<file path="src/hw/rtl/pee_pkg.sv">
// ----------------------------------------------------------------------------
// pee_pkg: postfix evaluator shared definitions
// Widths, token codes, status codes and control types used by the stack
// cells, the divider and the top level.
// ----------------------------------------------------------------------------
`default_nettype none

package pee_pkg;

	// sizes
	localparam int STACK_DEPTH = 16;
	localparam int VALUE_W     = 32;
	localparam int SP_W        = $clog2(STACK_DEPTH + 1);
	localparam int DIV_CNT_W   = $clog2(VALUE_W);

	// token codes
	localparam logic [7:0] TOK_ADD  = 8'h2B;
	localparam logic [7:0] TOK_SUB  = 8'h2D;
	localparam logic [7:0] TOK_MUL  = 8'h2A;
	localparam logic [7:0] TOK_DIV  = 8'h2F;
	localparam logic [7:0] TOK_ZERO = 8'h30;

	// result status codes
	typedef enum logic [1:0] {
		ST_OK    = 2'd0,
		ST_UNDER = 2'd1,
		ST_OVER  = 2'd2,
		ST_DIVZ  = 2'd3
	} status_t;

	// per-cell move command
	typedef enum logic [1:0] {
		CELL_HOLD,
		CELL_PUSH,
		CELL_POP
	} cell_cmd_t;

	// sequencer states
	typedef enum logic [2:0] {
		FSM_IDLE,
		FSM_EXEC,
		FSM_MUL,
		FSM_DIV,
		FSM_DONE
	} fsm_t;

	// divider status toward the sequencer
	typedef struct packed {
		logic busy;
		logic done;
	} div_status_t;

endpackage

`default_nettype wire

</file>
<file path="src/hw/rtl/pee_cell.sv">
// ----------------------------------------------------------------------------
// pee_cell: one stack entry
// Holds one value and on command takes the value of its upper neighbor
// (push) or its lower neighbor (pop).
// ----------------------------------------------------------------------------
`default_nettype none

module pee_cell (
	input  wire logic                      clk,
	input  wire pee_pkg::cell_cmd_t        cmd,
	input  wire logic [pee_pkg::VALUE_W-1:0] prev_data,
	input  wire logic [pee_pkg::VALUE_W-1:0] next_data,
	output logic      [pee_pkg::VALUE_W-1:0] data
);
	import pee_pkg::*;

	logic [VALUE_W-1:0] data_q;

	// entry register, no reset: undefined until written
	always_ff @(posedge clk) begin
		case (cmd)
			CELL_PUSH: data_q <= prev_data;
			CELL_POP:  data_q <= next_data;
			default:   data_q <= data_q;
		endcase
	end

	assign data = data_q;

endmodule

`default_nettype wire

</file>
<file path="src/hw/rtl/pee_divider.sv">
// ----------------------------------------------------------------------------
// pee_divider: signed iterative divider
// Restoring division on magnitudes, one quotient bit per cycle, sign of the
// quotient applied at the output. Divisor must be nonzero.
// ----------------------------------------------------------------------------
`default_nettype none

module pee_divider (
	input  wire logic                        clk,
	input  wire logic                        arst_n,
	input  wire logic                        start,
	input  wire logic [pee_pkg::VALUE_W-1:0] dividend,
	input  wire logic [pee_pkg::VALUE_W-1:0] divisor,
	output pee_pkg::div_status_t             stat,
	output logic      [pee_pkg::VALUE_W-1:0] quotient
);
	import pee_pkg::*;

	logic                 busy_q;
	logic                 done_q;
	logic [DIV_CNT_W-1:0] cnt_q;
	logic                 neg_q;
	logic [VALUE_W-1:0]   rem_q;
	logic [VALUE_W-1:0]   quo_q;
	logic [VALUE_W-1:0]   dvs_q;

	logic [VALUE_W-1:0] mag_a;
	logic [VALUE_W-1:0] mag_b;
	logic [VALUE_W:0]   shifted;
	logic [VALUE_W:0]   diff;

	// operand magnitudes
	assign mag_a = dividend[VALUE_W-1] ? (~dividend + 1'b1) : dividend;
	assign mag_b = divisor[VALUE_W-1]  ? (~divisor + 1'b1)  : divisor;

	// one restoring step
	assign shifted = {rem_q, quo_q[VALUE_W-1]};
	assign diff    = shifted - {1'b0, dvs_q};

	// control
	always_ff @(posedge clk or negedge arst_n) begin
		if (!arst_n) begin
			busy_q <= 1'b0;
			done_q <= 1'b0;
			cnt_q  <= '0;
		end else begin
			done_q <= busy_q && (cnt_q == '0);
			if (start) begin
				busy_q <= 1'b1;
				cnt_q  <= DIV_CNT_W'(VALUE_W - 1);
			end else if (busy_q) begin
				if (cnt_q == '0) begin
					busy_q <= 1'b0;
				end
				cnt_q <= cnt_q - 1'b1;
			end
		end
	end

	// datapath
	always_ff @(posedge clk) begin
		if (start) begin
			neg_q <= dividend[VALUE_W-1] ^ divisor[VALUE_W-1];
			rem_q <= '0;
			quo_q <= mag_a;
			dvs_q <= mag_b;
		end else if (busy_q) begin
			if (!diff[VALUE_W]) begin
				rem_q <= diff[VALUE_W-1:0];
				quo_q <= {quo_q[VALUE_W-2:0], 1'b1};
			end else begin
				rem_q <= shifted[VALUE_W-1:0];
				quo_q <= {quo_q[VALUE_W-2:0], 1'b0};
			end
		end
	end

	assign stat.busy = busy_q;
	assign stat.done = done_q;
	assign quotient  = neg_q ? (~quo_q + 1'b1) : quo_q;

endmodule

`default_nettype wire

</file>
<file path="src/hw/rtl/postfix_expression_evaluator.sv">
// ----------------------------------------------------------------------------
// postfix_expression_evaluator: postfix expression evaluation stack
// Evaluates a postfix expression fed as byte tokens and reports the value.
// ----------------------------------------------------------------------------
// Each item is one token. The bytes + - * / pop two values and push the
// 32-bit wrapped result (division truncates toward zero); any other byte
// pushes its value minus 48. On an item with last set the top value is
// returned with a status (0 ok, 1 underflow, 2 overflow, 3 divide by zero,
// value 0 on error) and the stack is emptied. The stack is a row of 16
// cells that shift toward or away from the top. A push, add, subtract or
// error token passes EXEC and DONE before the next acceptance, a multiply
// also MUL (product registered before write back), and a divide also DIV,
// waiting on the divider that produces one quotient bit per cycle.
// A last item also waits while an earlier result is still not taken.
// ----------------------------------------------------------------------------
`default_nettype none

module postfix_expression_evaluator (
	input  wire logic        clk,
	input  wire logic        arst_n,
	input  wire logic        token_valid,
	output logic             token_ready,
	input  wire logic [7:0]  token,
	input  wire logic        last,
	output logic             result_valid,
	input  wire logic        result_ready,
	output logic signed [31:0] value,
	output logic [1:0]       status
);
	import pee_pkg::*;

	fsm_t               state_q, state_d;
	logic [7:0]         token_q;
	logic               last_q;
	logic [SP_W-1:0]    sp_q, sp_d;
	status_t            err_q, err_d;
	logic [VALUE_W-1:0] prod_q;
	logic               out_valid_q;
	logic [VALUE_W-1:0] out_value_q;
	status_t            out_status_q;

	cell_cmd_t          stack_cmd;
	logic [VALUE_W-1:0] wr_data;
	logic               mul_load;
	logic               div_start;
	logic               out_load;
	logic [VALUE_W-1:0] cell_data [STACK_DEPTH];
	logic [VALUE_W-1:0] tos;
	logic [VALUE_W-1:0] nos;
	logic [VALUE_W-1:0] push_val;
	logic               is_op;
	div_status_t        div_stat;
	logic [VALUE_W-1:0] quotient;

	assign tos      = cell_data[0];
	assign nos      = cell_data[1];
	assign push_val = {{(VALUE_W-8){1'b0}}, token_q} - VALUE_W'(TOK_ZERO);
	assign is_op    = (token_q == TOK_ADD) || (token_q == TOK_SUB) ||
	                  (token_q == TOK_MUL) || (token_q == TOK_DIV);

	// stack cells
	for (genvar i = 0; i < STACK_DEPTH; i++) begin : g_cell
		cell_cmd_t          cmd_i;
		logic [VALUE_W-1:0] prev_i;
		logic [VALUE_W-1:0] next_i;

		// the top cell loads the new value on both push and collapse
		assign cmd_i  = (i == 0 && stack_cmd == CELL_POP) ? CELL_PUSH : stack_cmd;
		assign prev_i = (i == 0) ? wr_data : cell_data[(i == 0) ? 0 : i-1];
		assign next_i = cell_data[(i == STACK_DEPTH-1) ? i : i+1];

		pee_cell u_cell (
			.clk       (clk),
			.cmd       (cmd_i),
			.prev_data (prev_i),
			.next_data (next_i),
			.data      (cell_data[i])
		);
	end

	// divider, used by divide tokens
	pee_divider u_div (
		.clk      (clk),
		.arst_n   (arst_n),
		.start    (div_start),
		.dividend (nos),
		.divisor  (tos),
		.stat     (div_stat),
		.quotient (quotient)
	);

	// sequencer next state and controls
	always_comb begin
		state_d   = state_q;
		sp_d      = sp_q;
		err_d     = err_q;
		stack_cmd = CELL_HOLD;
		wr_data   = push_val;
		mul_load  = 1'b0;
		div_start = 1'b0;
		out_load  = 1'b0;
		case (state_q)
			FSM_IDLE: begin
				if (token_valid) begin
					state_d = FSM_EXEC;
				end
			end
			FSM_EXEC: begin
				state_d = FSM_DONE;
				if (err_q != ST_OK) begin
					state_d = FSM_DONE;
				end else if (!is_op) begin
					if (sp_q == SP_W'(STACK_DEPTH)) begin
						err_d = ST_OVER;
					end else begin
						stack_cmd = CELL_PUSH;
						sp_d      = sp_q + 1'b1;
					end
				end else if (sp_q < SP_W'(2)) begin
					err_d = ST_UNDER;
				end else begin
					case (token_q)
						TOK_ADD: begin
							wr_data   = nos + tos;
							stack_cmd = CELL_POP;
							sp_d      = sp_q - 1'b1;
						end
						TOK_SUB: begin
							wr_data   = nos - tos;
							stack_cmd = CELL_POP;
							sp_d      = sp_q - 1'b1;
						end
						TOK_MUL: begin
							mul_load = 1'b1;
							state_d  = FSM_MUL;
						end
						default: begin
							if (tos == '0) begin
								err_d     = ST_DIVZ;
								wr_data   = '0;
								stack_cmd = CELL_POP;
								sp_d      = sp_q - 1'b1;
							end else begin
								div_start = 1'b1;
								state_d   = FSM_DIV;
							end
						end
					endcase
				end
			end
			FSM_MUL: begin
				wr_data   = prod_q;
				stack_cmd = CELL_POP;
				sp_d      = sp_q - 1'b1;
				state_d   = FSM_DONE;
			end
			FSM_DIV: begin
				if (div_stat.done) begin
					wr_data   = quotient;
					stack_cmd = CELL_POP;
					sp_d      = sp_q - 1'b1;
					state_d   = FSM_DONE;
				end
			end
			FSM_DONE: begin
				if (!last_q) begin
					state_d = FSM_IDLE;
				end else if (!out_valid_q || result_ready) begin
					out_load = 1'b1;
					sp_d     = '0;
					err_d    = ST_OK;
					state_d  = FSM_IDLE;
				end
			end
			default: begin
				state_d = FSM_IDLE;
			end
		endcase
	end

	// control registers
	always_ff @(posedge clk or negedge arst_n) begin
		if (!arst_n) begin
			state_q     <= FSM_IDLE;
			sp_q        <= '0;
			err_q       <= ST_OK;
			out_valid_q <= 1'b0;
		end else begin
			state_q <= state_d;
			sp_q    <= sp_d;
			err_q   <= err_d;
			if (out_load) begin
				out_valid_q <= 1'b1;
			end else if (result_ready) begin
				out_valid_q <= 1'b0;
			end
		end
	end

	// item capture, product and result registers
	always_ff @(posedge clk) begin
		if (token_valid && token_ready) begin
			token_q <= token;
			last_q  <= last;
		end
		if (mul_load) begin
			prod_q <= VALUE_W'(nos * tos);
		end
		if (out_load) begin
			if (err_q != ST_OK) begin
				out_status_q <= err_q;
				out_value_q  <= '0;
			end else if (sp_q == '0) begin
				out_status_q <= ST_UNDER;
				out_value_q  <= '0;
			end else begin
				out_status_q <= ST_OK;
				out_value_q  <= tos;
			end
		end
	end

	assign token_ready  = (state_q == FSM_IDLE);
	assign result_valid = out_valid_q;
	assign value        = out_value_q;
	assign status       = out_status_q;

	// checks
	a_sp_bound: assert property (@(posedge clk) disable iff (!arst_n)
		sp_q <= SP_W'(STACK_DEPTH))
		else $error("stack pointer beyond depth");

	a_err_sticky: assert property (@(posedge clk) disable iff (!arst_n)
		(err_q != ST_OK && state_q != FSM_DONE) |=> $stable(err_q))
		else $error("error code changed before end of expression");

	a_err_zero: assert property (@(posedge clk) disable iff (!arst_n)
		(result_valid && status != ST_OK) |-> (value == '0))
		else $error("error result with nonzero value");

	a_div_idle: assert property (@(posedge clk) disable iff (!arst_n)
		(state_q == FSM_IDLE) |-> !div_stat.busy)
		else $error("divider busy while taking an item");

endmodule

`default_nettype wire
</file>
<file path="config.mk">
export PLATFORM = sky130hd
export DESIGN_NAME = postfix_expression_evaluator
export DESIGN_NICKNAME = d
export VERILOG_FILES = /design/src/hw/rtl/pee_pkg.sv /design/src/hw/rtl/pee_cell.sv /design/src/hw/rtl/pee_divider.sv /design/src/hw/rtl/postfix_expression_evaluator.sv
export SDC_FILE = /design/constraint.sdc
export NUM_CORES = 2
export LEC_CHECK = 0
export ABC_CLOCK_PERIOD_IN_PS = 29100
export BUFFER_PORTS_ARGS = -buffer_cell sky130_fd_sc_hd__buf_2
export CORE_ASPECT_RATIO = 1.5
export CORE_UTILIZATION = 50
export DETAILED_ROUTE_END_ITERATION = 12
export PLACE_DENSITY = 0.65
export RECOVER_POWER = 100
export SYNTH_ARGS = -nofsm -noshare
export SYNTH_HDL_FRONTEND = slang
export SYNTH_SLANG_ARGS = --single-unit
</file>
<file path="constraint.sdc">
create_clock -name clk -period 29.1 [get_ports clk]
set_clock_uncertainty 0.15 [all_clocks]
set_input_delay 1.455 -clock clk [delete_from_list [all_inputs] [get_ports clk]]
set_output_delay 1.455 -clock clk [all_outputs]
set_load 0.1 [all_outputs]
</file>
==> impl_metrics.tcl <==
set metrics [dict create \
    cp_slowest_cell "clkinvlp_2" \
    initial_core_util 0.504 \
    syn_area_um2 50900 \
    min_to "g_cell[15].u_cell.data[4]" \
    drt_iter0_markers 2516 \
    tns_ps 0 \
    relSlewSlack -3.25 \
    worstSetupPathType "reg -> reg" \
    grt-ovfl-total 0 \
    cts-resized-gates 0 \
    routedWlPerCell_um 23.0 \
    min_from "g_cell[14].u_cell.data[4]" \
    yosysWarnings 0 \
    synth_area_per_cell_um2 11.5 \
    grt_antenna_before_repair 2 \
    crit_path_end_kind "flop" \
    clk-insertion-delay-late_ps 700 \
    cts_tree "done" \
    root_buffer "clkbuf_16" \
    r2r_end "g_cell[2].u_cell.data[8]" \
    synth-main-ff-cell "edfxtp_1" \
    ys_ff_latch 702 \
    hpwl_um 91700 \
    grt_pass1_wl_um 202000 \
    cp_data_arrival_time_ps 16170 \
    wl_um 132000 \
    routed-wl-met3_um 6940 \
    die_area_um2 103000 \
    path_cells "clkbuf_1 > inv_1 > ha_1 > or3b_1 > or3_1 > nor4_1 > inv_2 > o21ai_0 > a211o_1 > inv_1 > ha_1 > clkinvlp_2 > clkbuf_1 > clkbuf_1 > buf_12" \
    nets 4987 \
    cp_max_fo 194 \
    grt_pass1_vias 34164 \
    postCtsHoldBufs 0 \
    syn_inst 4419 \
    via_per_inst 5.78 \
    ys_async_sr_fraction 0.0256 \
    required_ps 29230 \
    critPathMaxStageDelay_ps 3600 \
    cp_num_buf_inv 8 \
    row_count 143 \
    cts.sinks 702 \
    fmax_mhz 62.4 \
    violations "max-capacitance violations, max-slew violations" \
    grt_util_all_layers 0.260 \
    dr_wl_met2_um 65700 \
    die_y_um 393 \
    grt_max_degree 198 \
    ys_types 87 \
    synth_edf_count 652 \
    routed.top_layer "met4" \
    finalHoldViolations 0 \
    ant_nets 0 \
    cts_setup_buffers 0 \
    io_pins 49 \
    tightest_slew_ps 6340 \
    min_path_cells 0 \
    port-buffer-count 48 \
    clockBufferDepth 3 \
    route.detailed.drc 0 \
    yosys.area.top_type "edfxtp_1" \
    critPathTopFamily "buffers and inverters" \
    htreeDepth 3 \
    wl_met1_um 49000 \
    cts_made_buffers 70 \
    core_area_um2 101000 \
    rr_worst_depth 15 \
    drive_above_1_share 0.151 \
    rsz0062_at_grt "no" \
    layout_worst_path_cycle_share 0.551 \
    gp_congestion 0.963 \
    yosysSeqAreaShare 0.406 \
    drv_slew 1075 \
    r2r_slack_ps 13070 \
    die_x_um 263 \
    finalCriticalPeriod_ps 16030 \
    setup_viol 0 \
    syn-num-nets 5043 \
    hold_path_class "reg -> reg" \
    worst_setup_path_start_kind "flop" \
    status "finished with violations" \
    synth_top_area_frac 0.384 \
    vias 33116 \
    drv_cap 19 \
    r2r-start "g_cell[0].u_cell.data[1]" \
    path_clk_slew_ps 70 \
    ys_top_cells_by_area "edfxtp_1 (38%), fa_1 (16%), mux2_2 (9.8%)" \
    cpMostUsedCell "clkbuf_1" \
    drt_first_pass_iters 6 \
    syn_to_final_growth_pct 7.61 \
]
## state kept, by name, summed over array words and instances (netlist names), 2 cells and up
name and cells:
u_div.cnt_q 5, sp_q 5, status 2, err_q 2, prod_q 32, u_div.quo_q 32
g_cell.u_cell.data 512, state_q 3, u_div.dvs_q 32, value 32, u_div.rem_q 32, token_q 8
## through the flow
step                instance area (um^2)  cells  setup slack (ps)  hold slack, ps   util
floorplan                          50900   4419             16240             270      -
global placement                   52500   5596             21360             274  0.519
detailed placement                 52500   5596             21290             280  0.519
CTS                                55000   5726             21290             277  0.544
global route                       54800   5726             11680             306  0.542
finish                             54800   5729             13070             273  0.542
## worst max path at each step
stage,from,end,cells after the start
after floorplan,g_cell[0].u_cell.data[0],g_cell[0].u_cell.data[0],11
after global placement,g_cell[0].u_cell.data[5],prod_q[30],24
after detailed placement,g_cell[0].u_cell.data[5],prod_q[30],25
after CTS,g_cell[0].u_cell.data[5],prod_q[30],25
after global routing,g_cell[0].u_cell.data[1],g_cell[11].u_cell.data[17],15
final,g_cell[0].u_cell.data[1],g_cell[2].u_cell.data[8],15
## placed cells by master (no fill, tap or decap), drive strengths merged, types with 14 or more instances in the layout
cell type  instances
o41ai             14
nand3             32
clkbuf           138
a211oi            27
or3               31
o31ai             40
fa               410
xnor2            155
dfxtp             32
nor2             106
nor2b             15
a21o              37
o21a              17
nand2b            20
clkinv            31
mux2i             31
ha               201
and2             331
mux2             445
o21ai            168
edfxtp           652
xor2             112
inv              475
nor3              35
buf               76
nand2            399
a21oi            155
dfrtp             18
## worst reg2reg max path, delay by kind of cell, from the launching register on
kind / cells / cell delay, ps
AND/OR/NAND/NOR: 3 / 1730
flip-flops: 1 / 360
AO/OA/AOI/OAI: 2 / 770
buffers and inverters: 8 / 11800
adder cells (fa/ha/maj): 2 / 560
## synth_stat cells, types with 31 or more instances
| cell | instances |
|---|---|
| mux2_2 | 445 |
| nor2_1 | 105 |
| a21oi_1 | 155 |
| fa_1 | 410 |
| o31ai_1 | 36 |
| a21o_1 | 37 |
| xnor2_1 | 154 |
| dfxtp_1 | 32 |
| mux2i_1 | 31 |
| and2_1 | 331 |
| clkbuf_1 | 236 |
| ha_1 | 201 |
| o21ai_0 | 166 |
| nor3_1 | 35 |
| edfxtp_1 | 652 |
| xor2_1 | 111 |
| inv_1 | 470 |
| nand2_1 | 399 |
## cells by family (layout without fill, tap and decap cells)
| logic type | count (synthesis) | in the layout | share of synthesized area |
|---|---|---|---|
| muxes | 476 | 476 | 0.104 |
| DFF | 702 | 702 | 0.406 |
| adders and majority gates | 611 | 611 | 0.211 |
| buffers and inverters | 733 | 735 | 0.0551 |
| other | 0 | 3 | 0 |
| and+or+nand+nor | 1047 | 1047 | 0.105 |
| xor gates and xnor gates | 267 | 267 | 0.0464 |
| AOI/OAI and AO/OA | 583 | 583 | 0.0728 |
## metal layers
| metal | GRT usage | vias up |
|---|---|---|
| li1 | - | 14956 |
| met1 | 0.295 | 16708 |
| met2 | 0.449 | 1020 |
| met3 | 0.0364 | 432 |
| met4 | 0.192 | 0 |
| met5 | 0 | - |
## area by class of cell
class	count	area, um^2
Fill cell	8668	46300
Sequential cell	702	20700
Timing Repair Buffer	133	792
Clock buffer	81	1850
Clock inverter	49	668
Inverter	472	1770
Antenna cell	3	7.51
Multi-Input combinational cell	2984	27400
Tap cell	1305	1630
Power is left out: the tool's default activity adds up to more than one toggle a clock period on the data nets, which glitch-free logic cannot reach.
